### src/hw/rtl/bmhq_pkg.sv
// Shared types and constants of the max-priority queue.
// Depends on nothing; every other file of the block takes names from here.
`default_nettype none

package bmhq_pkg;

   localparam int VALUE_W       = 32;
   localparam int STATUS_W      = 2;
   localparam int FILL_W        = 11;
   localparam int DEFAULT_DEPTH = 1024;

   typedef enum logic [0:0] {
      FUNC_PUSH = 1'b0,
      FUNC_POP  = 1'b1
   } func_type;

   typedef enum logic [STATUS_W-1:0] {
      STATUS_OK    = 2'd0,
      STATUS_FULL  = 2'd1,
      STATUS_EMPTY = 2'd2
   } status_type;

   // Command broadcast to every cell for one accepted item.
   typedef struct packed {
      logic                      push;
      logic                      pop;
      logic signed [VALUE_W-1:0] value;
   } cmd_type;

endpackage

`default_nettype wire

### src/hw/rtl/bmhq_cell.sv
// One slot of the sorted cell chain: holds a value, inserts or shifts.
// Depends on bmhq_pkg.
`default_nettype none

module bmhq_cell #(
   parameter int DEPTH = bmhq_pkg::DEFAULT_DEPTH,
   parameter int INDEX = 0
) (
   input  wire logic                                clock,
   input  wire bmhq_pkg::cmd_type                   cmd,
   input  wire logic [$clog2(DEPTH+1)-1:0]          count,
   input  wire logic signed [bmhq_pkg::VALUE_W-1:0] left_value,
   input  wire logic                                left_greater,
   input  wire logic signed [bmhq_pkg::VALUE_W-1:0] right_value,
   output logic signed [bmhq_pkg::VALUE_W-1:0]      value,
   output logic                                     greater
);

   localparam int CNT_W = $clog2(DEPTH+1);

   logic signed [bmhq_pkg::VALUE_W-1:0] value_ff;
   logic signed [bmhq_pkg::VALUE_W-1:0] value_in;
   logic                                occupied;

   // An empty slot counts as smaller than anything.
   assign occupied = CNT_W'(INDEX) < count;
   assign greater  = !occupied || (cmd.value > value_ff);
   assign value    = value_ff;

   always_comb begin
      value_in = value_ff;
      if (cmd.push && greater) begin
         // first slot below the new value takes it, the rest shift down
         value_in = left_greater ? left_value : cmd.value;
      end else if (cmd.pop) begin
         value_in = right_value;
      end
   end

   always_ff @(posedge clock) begin
      value_ff <= value_in;
   end

endmodule

`default_nettype wire

### config.mk
export PLATFORM = sky130hd
export DESIGN_NAME = bmhq_cell
export DESIGN_NICKNAME = d
export VERILOG_FILES = /design/src/hw/rtl/bmhq_pkg.sv /design/src/hw/rtl/bmhq_cell.sv
export SDC_FILE = /design/constraint.sdc
export NUM_CORES = 1
export LEC_CHECK = 0
export BUFFER_PORTS_ARGS = -buffer_cell sky130_fd_sc_hd__buf_2
export CORE_MARGIN = 2
export CORE_UTILIZATION = 30
export CTS_BUF_LIST = sky130_fd_sc_hd__clkbuf_2 sky130_fd_sc_hd__clkbuf_4 sky130_fd_sc_hd__clkbuf_8
export CTS_CLUSTER_SIZE = 10
export DETAILED_ROUTE_END_ITERATION = 16
export GPL_TIMING_DRIVEN = 0
export SYNTH_ARGS = -nofsm -noshare
export SYNTH_HDL_FRONTEND = slang
export SYNTH_SLANG_ARGS = --single-unit
### constraint.sdc
create_clock -name clock -period 6.65 [get_ports clock]
set_clock_uncertainty 0.1 [all_clocks]
set_input_delay 0.665 -clock clock [delete_from_list [all_inputs] [get_ports clock]]
set_output_delay 0.665 -clock clock [all_outputs]
set_load 0.02 [all_outputs]
Yosys cells after proc, flatten, opt, wreduce, memory -nomap -nowiden
Index checks and enable logic that the tools add are counted.
{"block": "word_totals", "ff_bits": 32, "in_bits": 111, "output_inout_bits": 33, "word_cells": 10}
{"block": "classes", "magnitude_cmp": 2, "n_mux": 3, "reduce_logical": 4}
{"cell": "32-bit 2-to-1 mux", "count": 3}
{"cell": "32-bit greater-than comparator", "count": 1}
{"cell": "1-bit by 11-bit < comparator with 1-bit output, first input constant", "count": 1}
{"cell": "2-bit nonzero test", "count": 1}
{"cell": "1-bit logical AND", "count": 1}
{"cell": "1-bit zero test", "count": 1}
{"cell": "1-bit logical OR", "count": 1}

Longest topological paths before layout
Gate-level depths: netlist (run 1).
{"block": "depth", "ltp_word": 5, "mapped_depth": 10}

Worst setup path before layout (run 1)
Ideal clock, no wire load.
{"block": "synth_path", "kind": "input -> register", "start": "in cmd[31] (netlist bit)", "end": "reg value_ff, in the netlist value[0] (enable)", "t_arrival_ps": 3221, "t_required_ps": 6143, "path_slack_ps": 2922, "cell_stages": 8, "cell_sequence": "ha_1 > nand4_1 > or4_4 > o311a_1 > o21ai_0 > o311ai_4 > buf_6 > or2_1"}
{"block": "synth_via", "elab_chain_cells": 4}
{"element": "from (decl)", "line": "bmhq_cell.sv:10", "rtl": "input wire bmhq_pkg::cmd_type cmd,"}
{"element": "32-bit greater-than comparator", "line": "bmhq_cell.sv:27", "rtl": "assign greater = !occupied || (cmd.value > value_ff);"}
{"element": "1-bit logical OR", "line": "bmhq_cell.sv:27"}
{"element": "1-bit logical AND", "line": "bmhq_cell.sv:32", "rtl": "if (cmd.push && greater) begin"}
{"element": "2-bit nonzero test (no source line)"}
{"element": "to (signal assigned)", "line": "bmhq_cell.sv:41", "rtl": "value_ff <= value_in;"}
{"element": "to (decl)", "line": "bmhq_cell.sv:21", "rtl": "logic signed [bmhq_pkg::VALUE_W-1:0] value_ff;"}
No other way between the ends.
A chain may end at the register's enable or synchronous reset.

Final worst setup path (run 1)
{"block": "layout_path", "start": "in cmd[31] (netlist bit)", "end": "reg value_ff, in the netlist value[9] (enable)"}
Same word-level chain as after synthesis.

==> results.py, run 1 <==
metrics = {
    "run_status": {
        "outcome": "completed",
    },
    "timing": {
        "setup_viol": 0,
        "min_period_ns": 3.82,
        "max_freq_mhz": 262,
        "setup_ws_ns": 2.83,
        "hold_viol_final": 0,
        "period_share_pct": 57.4,
        "tightest_slew_ns": 0.841,
        "relSlewSlack_pct": 44.0,
        "rsz0062_at_grt": "no",
        "whs_ns": 0.578,
        "setup-tns-final_ns": 0,
        "slew_violations": 0,
    },
    "critical_path": {
        "worstSetupPathType": "input pin to flop",
        "worstPathArrival_ns": 3.63,
        "cp_slowest_cell": "or4_4",
        "start_kind": "input pin",
        "path_cells": "buf_2, ha_1, nand4_1, or4_4, o311a_1, a2bb2oi_2, o311ai_4, buf_6, or2_2",
        "startpoint": "cmd[31]",
        "path_buf_inv": 2,
        "cp-end-kind": "flop",
        "path_delay_family": "simple AND/OR/NAND/NOR gates",
        "required_ns": 6.47,
        "crit_fanout": 32,
        "timing.rr.start": "value[31]$_DFFE_PP_",
        "critPathMaxStageDelay_ns": 0.61,
    },
    "final_layout": {
        "final_area_um2": 3680,
        "n_antenna_cell": 0,
        "largest_reg_flops": 32,
        "fillers": 892,
        "final_common_cell": "buf_2",
        "finish.net_count": 524,
        "drive_gt1_share_pct": 57.9,
        "mostFrequentLayoutCells": "buf_2, inv_1, mux2_2",
        "multi_input_area_um2": 1610,
        "syn2layout_area_growth_pct": 33.8,
        "ff_latch_area_um2": 961,
    },
    "place": {
        "dpl.hpwl_mm": 5.86,
        "io_buffers": 142,
        "place_ws_ns": 2.47,
        "gp_congestion": 0.757,
        "place_area_um2": 3590,
    },
    "global_routing": {
        "grt_pass1_vias": 2361,
        "grt_max_degree": 33,
        "grt_first_pass_wirelength_mm": 11.0,
        "grt.total_usage_pct": 14.1,
        "grt_antenna_before_repair": 1,
        "grt.overflow.total": 0,
    },
    "clock_network": {
        "cts_hold_buf": 0,
        "cts.htree.levels": 2,
        "cts-root-buf": "clkbuf_8",
        "cts_resized": 0,
        "cts_tree": "built",
        "clockBufferDepth": 2,
        "clock_sinks": 32,
        "numCtsBuffers": 5,
        "postCtsSetupBuffers": 0,
        "clk_pin_slew_worst_paths_ns": 0.07,
        "insertion_delay_ns": 0.28,
    },
    "power_and_ir_drop": {
        "leakagePower_nw": 1.84,
        "p_per_area_nw_per_um2": 236,
        "peakVddDrop_mv": 0.0954,
        "power_uw": 869,
    },
    "worst_hold_path": {
        "hp-class": "input pin to flop",
        "hold_start": "right_value[23]",
    },
    "floorplan": {
        "rows": 34,
        "io_pins": 144,
        "die_h_um": 99.7,
        "start_util_pct": 31.2,
        "dieArea_um2": 9940,
        "core-area_um2": 8810,
        "die_w_um": 99.7,
    },
    "synth": {
        "ys_types": 26,
        "syn_area_um2": 2750,
        "yosys_warnings": 0,
        "synth_area_leaders": "edfxtp_1, mux2_4, ha_1",
        "synth.largest_area_cell": "edfxtp_1",
        "synth_area_per_cell_um2": 11.8,
        "synth_top_area_share_pct": 35.0,
        "ys_ff_latch": 32,
        "synth_fp_nets": 375,
        "synth_cells": 232,
        "synth_seq_area_share_pct": 35.0,
    },
    "routing": {
        "drt_iter0_drc": 72,
        "ant_nets": 0,
        "first_pass_iters": 4,
        "viasPerCell": 4.70,
        "vias": 2301,
        "post_drt_wl_per_cell_um": 14.5,
        "drc": 0,
        "wl_mm": 7.11,
    },
    "flow_run": {
        "timing.max_cap.violations": 0,
    },
}
==> cell type report <==
class                           instances  share of cell area (%)
Multi-Input combinational cell        158                    43.7
Sequential cell                        32                    26.1
Timing Repair Buffer                  142                    19.3
Tap cell                              108                    3.68
Inverter                               35                    3.57
Clock buffer                            5                    1.87
Buffer                                  7                    1.33
Clock inverter                          3                   0.374
==> metal layers <==
| layer | part of all wire [%] | track usage, % | routed length [um] | vias up |
|---|---|---|---|---|
| met5 | 0 | 0 | 0 | - |
| met2 | 50 | 26.0 | 3540 | 90 |
| li1 | - | - | - | 1156 |
| met4 | 0.96 | 3.16 | 68 | 0 |
| met1 | 42 | 16.1 | 2970 | 1049 |
| met3 | 7.5 | 3.87 | 530 | 6 |
==> cells by family after synthesis <==
logic type / Yosys count / synth area share [%]
AOI/OAI and AO/OA: 31 / 7.92
DFF: 32 / 35.0
buffers and inverters: 42 / 6.56
and+or+nand+nor: 32 / 6.19
adders and majority gates: 32 / 14.6
muxes: 63 / 29.8
==> metrics by stage <==
step | instances | util [%]
after CTS | 490 | 41.7
final | 490 | 41.7
after detailed placement | 482 | 40.8
after global routing | 490 | 41.7
after global placement | 482 | 40.8
after floorplan | 232 | -
==> worst paths after layout <==
check / end / slack [ns] / cells after the start
worst min-delay path: value[23]$_DFFE_PP_ / 0.58 / 2
worst max register to register: value[9]$_DFFE_PP_ / 2.94 / 9
worst max-delay path: value[9]$_DFFE_PP_ / 2.83 / 9
worst min register to register: value[31]$_DFFE_PP_ / 1.21 / 4
==> worst register-to-register path: stages (launching register included) <==
cell	delay, ns
edfxtp_1	0.34
inv_1	0.05
ha_1	0.43
nand4_1	0.21
or4_4	0.62
o311a_1	0.38
a2bb2oi_2	0.20
o311ai_4	0.19
buf_6	0.22
or2_2	0.61
==> power by group <==
part | internal, mW | switching [mW] | total, mW
logic | 0.196 | 0.223 | 0.418
registers | 0.282 | 0.0200 | 0.302
clock network | 0.0711 | 0.0766 | 0.148
total | 0.549 | 0.319 | 0.869
==> cells in the mapped netlist <==
library cell   n
mux2_2        34
o211ai_1       2
o21ai_0        6
mux2_4        29
o32a_2         1
or3_1          1
buf_6          3
or2_1          1
a21oi_1       16
edfxtp_1      32
o311ai_4       1
a21bo_2        1
nor3_1         4
nand4_1        8
nor2b_1        1
nand2_1       10
nand3_1        4
clkbuf_1       4
ha_1          32
o311a_1        1
a2111o_1       1
inv_1         35
a221oi_1       1
nor4_1         2
a2bb2oi_2      1
or4_4          1
Power figures use the tool's default switching activity.
==> run 2, diff against run 1 <==
==> constraint.sdc (replaced) <==
create_clock -name clock -period 3.6 [get_ports clock]
set_clock_uncertainty 0.1 [all_clocks]
set_input_delay 0.36 -clock clock [delete_from_list [all_inputs] [get_ports clock]]
set_output_delay 0.36 -clock clock [all_outputs]
set_load 0.02 [all_outputs]
==> results.py, run 2 (synthesis results as in run 1) <==
metrics = {
    "clock_network": {
        "cts-root-buf": "clkbuf_8",
        "clockBufferDepth": 2,
        "insertion_delay_ns": 0.28,
        "clk_pin_slew_worst_paths_ns": 0.08,
        "cts_hold_buf": 0,
        "numCtsBuffers": 5,
        "cts_tree": "built",
        "postCtsSetupBuffers": 0,
        "clock_sinks": 32,
        "cts.htree.levels": 2,
    },
    "critical_path": {
        "worstPathArrival_ns": 3.27,
        "worstSetupPathType": "flop to flop",
        "cp-end-kind": "flop",
        "start_kind": "flop",
        "required_ns": 3.51,
        "crit_fanout": 16,
    },
    "final_layout": {
        "final_common_cell": "buf_2",
        "final_area_um2": 3690,
        "n_antenna_cell": 0,
        "drive_gt1_share_pct": 58.0,
        "final_cell_count_no_fill": 491,
        "mostFrequentLayoutCells": "buf_2, inv_1, mux2_2",
        "syn2layout_area_growth_pct": 34.2,
        "finish.net_count": 525,
        "largest_reg_flops": 32,
    },
    "place": {
        "place_inst": 482,
        "gp_congestion": 0.757,
        "io_buffers": 142,
        "dpl.hpwl_mm": 5.86,
        "place_area_um2": 3590,
        "place_ws_ns": -0.273,
    },
    "routing": {
        "vias": 2311,
        "drc": 0,
        "viasPerCell": 4.71,
        "ant_nets": 0,
        "post_drt_wl_per_cell_um": 14.7,
        "drt_iter0_drc": 60,
        "first_pass_iters": 4,
        "wl_mm": 7.22,
    },
    "power_and_ir_drop": {
        "leakagePower_nw": 1.84,
        "p_per_area_nw_per_um2": 436,
        "peakVddDrop_mv": 0.164,
    },
    "timing": {
        "setup_viol": 0,
        "setup_ws_ns": 0.239,
        "rsz0062_at_grt": "no",
        "hold_viol_final": 0,
        "min_period_ns": 3.36,
        "tightest_slew_ns": 0.631,
        "slew_violations": 0,
        "max_freq_mhz": 298,
        "period_share_pct": 93.4,
        "relSlewSlack_pct": 57.9,
    },
    "global_routing": {
        "grt_max_degree": 33,
        "grt.overflow.total": 0,
        "grt_antenna_before_repair": 1,
        "grt.total_usage_pct": 14.1,
        "grt_first_pass_wirelength_mm": 11.0,
        "grt_pass1_vias": 2361,
    },
    "floorplan": {
        "die_h_um": 99.7,
        "die_w_um": 99.7,
        "rows": 34,
        "start_util_pct": 31.2,
        "io_pins": 144,
        "dieArea_um2": 9940,
        "core-area_um2": 8810,
    },
    "flow_run": {
        "timing.max_cap.violations": 0,
    },
    "run_status": {
        "outcome": "completed",
    },
    "worst_hold_path": {
        "hp-class": "input pin to flop",
    },
}
-- run 2: changes by cell type in the layout (fill, tap and decap cells not counted) --
cell   previous run  this run
or2_2             1         0
or2_4             0         2
-- run 2: repair_timing --
action,4_1_cts,5_1_grt
setup endpoints to repair,32,32
resized for setup,1,1
cloned,0,1
-- run 2: metrics by stage --
stage | utilization, % | hold WS, ns | power, mW | setup TNS [ns]
after floorplan | - | 0.478 | 1.11 | 0
after global placement | 40.8 | 0.560 | 1.33 | -20.52
after detailed placement | 40.8 | 0.564 | 1.35 | -8.67
after CTS | 41.8 | 0.264 | 1.64 | 0
after global routing | 41.9 | 0.267 | 1.72 | 0
final | 41.9 | 0.274 | 1.61 | 0
-- run 2: critical path, stage by stage (launching register included) --
cell      delay (ns)
edfxtp_1        0.34
inv_1           0.05
ha_1            0.43
nand4_1         0.21
or4_4           0.61
o311a_1         0.38
o21ai_0         0.15
o311ai_4        0.24
buf_6           0.23
or2_4           0.34
-- run 2: final timing paths --
kind                       start                  end  cells past startpoint  slack (ns)
max          value[31]$_DFFE_PP_   value[9]$_DFFE_PP_                      9        0.24
min              right_value[14]  value[14]$_DFFE_PP_                      2        0.27
max reg2reg  value[31]$_DFFE_PP_   value[9]$_DFFE_PP_                      9        0.24
min reg2reg  value[31]$_DFFE_PP_  value[31]$_DFFE_PP_                      4        1.21
-- run 2: layout make-up --
class / count / area, um^2
fillers: 893 / 5120
repair buffers: 142 / 711
multi-input cells: 159 / 1620
well taps: 108 / 135
inverters: 35 / 131
clock buffers: 5 / 68.8
flip-flops and latches: 32 / 961
plain buffers: 7 / 48.8
clock inverters: 3 / 13.8
-- run 2: power breakdown --
group | total (mW) | switching (mW) | internal, mW
registers | 0.558 | 0.0369 | 0.521
clock network | 0.271 | 0.140 | 0.131
logic | 0.780 | 0.414 | 0.366
-- run 2: routing by layer --
layer  global-route usage [%]  share of wire, %
met5                        0                 0
met3                     3.87               7.5
met4                     3.16               1.1
met1                     16.1                42
met2                     26.0                49
==> run 3, diff against run 2 <==
--- a/config.mk
+++ b/config.mk
@@ -7,7 +7,7 @@
 export LEC_CHECK = 0
 export BUFFER_PORTS_ARGS = -buffer_cell sky130_fd_sc_hd__buf_2
 export CORE_MARGIN = 2
-export CORE_UTILIZATION = 30
+export CORE_UTILIZATION = 35
 export CTS_BUF_LIST = sky130_fd_sc_hd__clkbuf_2 sky130_fd_sc_hd__clkbuf_4 sky130_fd_sc_hd__clkbuf_8
 export CTS_CLUSTER_SIZE = 10
 export DETAILED_ROUTE_END_ITERATION = 16
==> results.py, run 3 (synthesis results as in run 1) <==
metrics = {
    "run_status": {
        "outcome": "completed",
    },
    "clock_network": {
        "postCtsSetupBuffers": 0,
        "cts-root-buf": "clkbuf_8",
        "clockBufferDepth": 2,
        "clk_pin_slew_worst_paths_ns": 0.07,
        "clock_sinks": 32,
        "numCtsBuffers": 5,
        "cts.htree.levels": 2,
        "insertion_delay_ns": 0.28,
        "cts_hold_buf": 0,
        "cts_tree": "built",
    },
    "floorplan": {
        "start_util_pct": 35.9,
        "rows": 32,
        "io_pins": 144,
        "core-area_um2": 7650,
        "die_h_um": 92.6,
        "dieArea_um2": 8570,
        "die_w_um": 92.6,
    },
    "routing": {
        "drc": 0,
        "ant_nets": 0,
        "maxUsedRoutingLayer": "met5",
        "wl_met2_mm": 3.32,
        "m1WireLength_mm": 2.79,
        "route.met3.wl_um": 602,
        "vias": 2309,
        "drt_iter0_drc": 37,
        "wl_mm": 6.86,
        "viasPerCell": 4.76,
        "first_pass_iters": 4,
        "post_drt_wl_per_cell_um": 14.1,
    },
    "final_layout": {
        "final_area_um2": 3680,
        "drive_gt1_share_pct": 58.0,
        "fin_util_pct": 48.1,
        "syn2layout_area_growth_pct": 33.9,
        "ff_latch_area_um2": 961,
        "n_antenna_cell": 0,
        "multi_input_area_um2": 1620,
        "fillers": 738,
        "final_common_cell": "buf_2",
        "finish.net_count": 525,
        "mostFrequentLayoutCells": "buf_2, inv_1, mux2_2",
        "largest_reg_flops": 32,
    },
    "global_routing": {
        "grt_antenna_before_repair": 1,
        "grt.overflow.total": 0,
        "grt_pass1_vias": 2311,
        "grt.total_usage_pct": 15.6,
        "grt_max_degree": 33,
        "grt_first_pass_wirelength_mm": 10.5,
    },
    "place": {
        "place_area_um2": 3590,
        "io_buffers": 142,
        "dpl.hpwl_mm": 5.62,
        "gp_congestion": 0.728,
        "place_ws_ns": -0.189,
    },
    "power_and_ir_drop": {
        "power.internal_mw": 1.02,
        "seq_power_share_pct": 34.9,
        "p_per_area_nw_per_um2": 434,
        "pwr-share-comb_pct": 48.3,
        "swShare_pct": 36.3,
        "peakVddDrop_mv": 0.201,
        "leakagePower_nw": 1.84,
        "p_sw_uw": 580,
        "p_clk_share_pct": 16.9,
    },
    "timing": {
        "slew_violations": 0,
        "tightest_slew_ns": 0.634,
        "relSlewSlack_pct": 57.8,
        "max_freq_mhz": 302,
        "hold_viol_final": 0,
        "min_period_ns": 3.31,
        "whs_ns": 0.271,
        "setup_ws_ns": 0.287,
        "setup_viol": 0,
        "setup-tns-final_ns": 0,
        "rsz0062_at_grt": "no",
        "period_share_pct": 92.0,
    },
    "critical_path": {
        "crit_fanout": 16,
        "timing.rr.start": "value[31]$_DFFE_PP_",
        "start_kind": "flop",
        "r2r_cells": 9,
        "startpoint": "value[31]$_DFFE_PP_",
        "setup.worst_path.end": "value[8]$_DFFE_PP_",
        "reg2reg_slack_ns": 0.29,
        "required_ns": 3.51,
        "r2r-end": "value[8]$_DFFE_PP_",
        "worstSetupPathType": "flop to flop",
        "cp-end-kind": "flop",
        "path_cells": "inv_1, ha_1, nand4_1, or4_4, o311a_1, o21ai_0, o311ai_4, buf_6, or2_4",
        "critPathMaxStageDelay_ns": 0.60,
        "cp_slowest_cell": "or4_4",
        "worstPathArrival_ns": 3.23,
    },
    "worst_hold_path": {
        "hp-class": "input pin to flop",
    },
    "flow_run": {
        "timing.max_cap.violations": 0,
    },
}
-- run 3: cell counts in the layout (fill, tap and decap cells not counted) --
Identical to the previous run, type by type.
-- run 3: worst max-delay path: cells and delay by family (launching register included) --
| kind | cells | cell delay [ns] |
|---|---|---|
| AO/OA/AOI/OAI | 3 | 0.76 |
| adder cells (fa/ha/maj) | 1 | 0.42 |
| buffers and inverters | 2 | 0.27 |
| flip-flops | 1 | 0.36 |
| AND/OR/NAND/NOR | 3 | 1.13 |
-- run 3: layer usage --
metal  vias to the layer above  global-route usage, %
met4                         2                   4.73
met2                       103                   28.4
met5                         -                      0
met1                      1025                   17.4
met3                        12                   4.80
li1                       1167                      -
-- run 3: worst min-delay path by stage --
| stage | start | endpoint | slack, ns | cells after the start |
|---|---|---|---|---|
| final | right_value[16] | value[16]$_DFFE_PP_ | 0.27 | 2 |
| after global routing | right_value[19] | value[19]$_DFFE_PP_ | 0.27 | 2 |
| after CTS | right_value[16] | value[16]$_DFFE_PP_ | 0.26 | 2 |
| after detailed placement | right_value[26] | value[26]$_DFFE_PP_ | 0.56 | 2 |
| after global placement | right_value[21] | value[21]$_DFFE_PP_ | 0.56 | 2 |
| after floorplan | right_value[10] | value[10]$_DFFE_PP_ | 0.48 | 1 |
-- run 3: layout make-up --
| class | instances | area share, % |
|---|---|---|
| Sequential cell | 32 | 26.1 |
| Clock inverter | 3 | 0.374 |
| Multi-Input combinational cell | 159 | 44.0 |
| Inverter | 35 | 3.57 |
| Timing Repair Buffer | 142 | 19.3 |
| Tap cell | 102 | 3.47 |
| Buffer | 7 | 1.33 |
| Clock buffer | 5 | 1.87 |
-- run 3: metrics by stage --
step / cells / power (mW)
floorplan: 232 / 1.11
global placement: 476 / 1.33
detailed placement: 476 / 1.34
CTS: 484 / 1.62
global route: 485 / 1.72
finish: 485 / 1.60
-- run 3: power groups by stage --
stage                     sequential [mW]  clock (mW)  combinational (mW)
after floorplan                     0.665           0               0.441
after global placement              0.563           0               0.766
after detailed placement            0.567           0               0.776
after CTS                           0.559       0.283               0.781
after global routing                0.567       0.295               0.854
final                               0.557       0.270               0.771
-- run 3: timing repair --
item / CTS / global route
setup endpoints to repair: 32 / 32
resized for setup: 1 / 1
cloned: 0 / 1
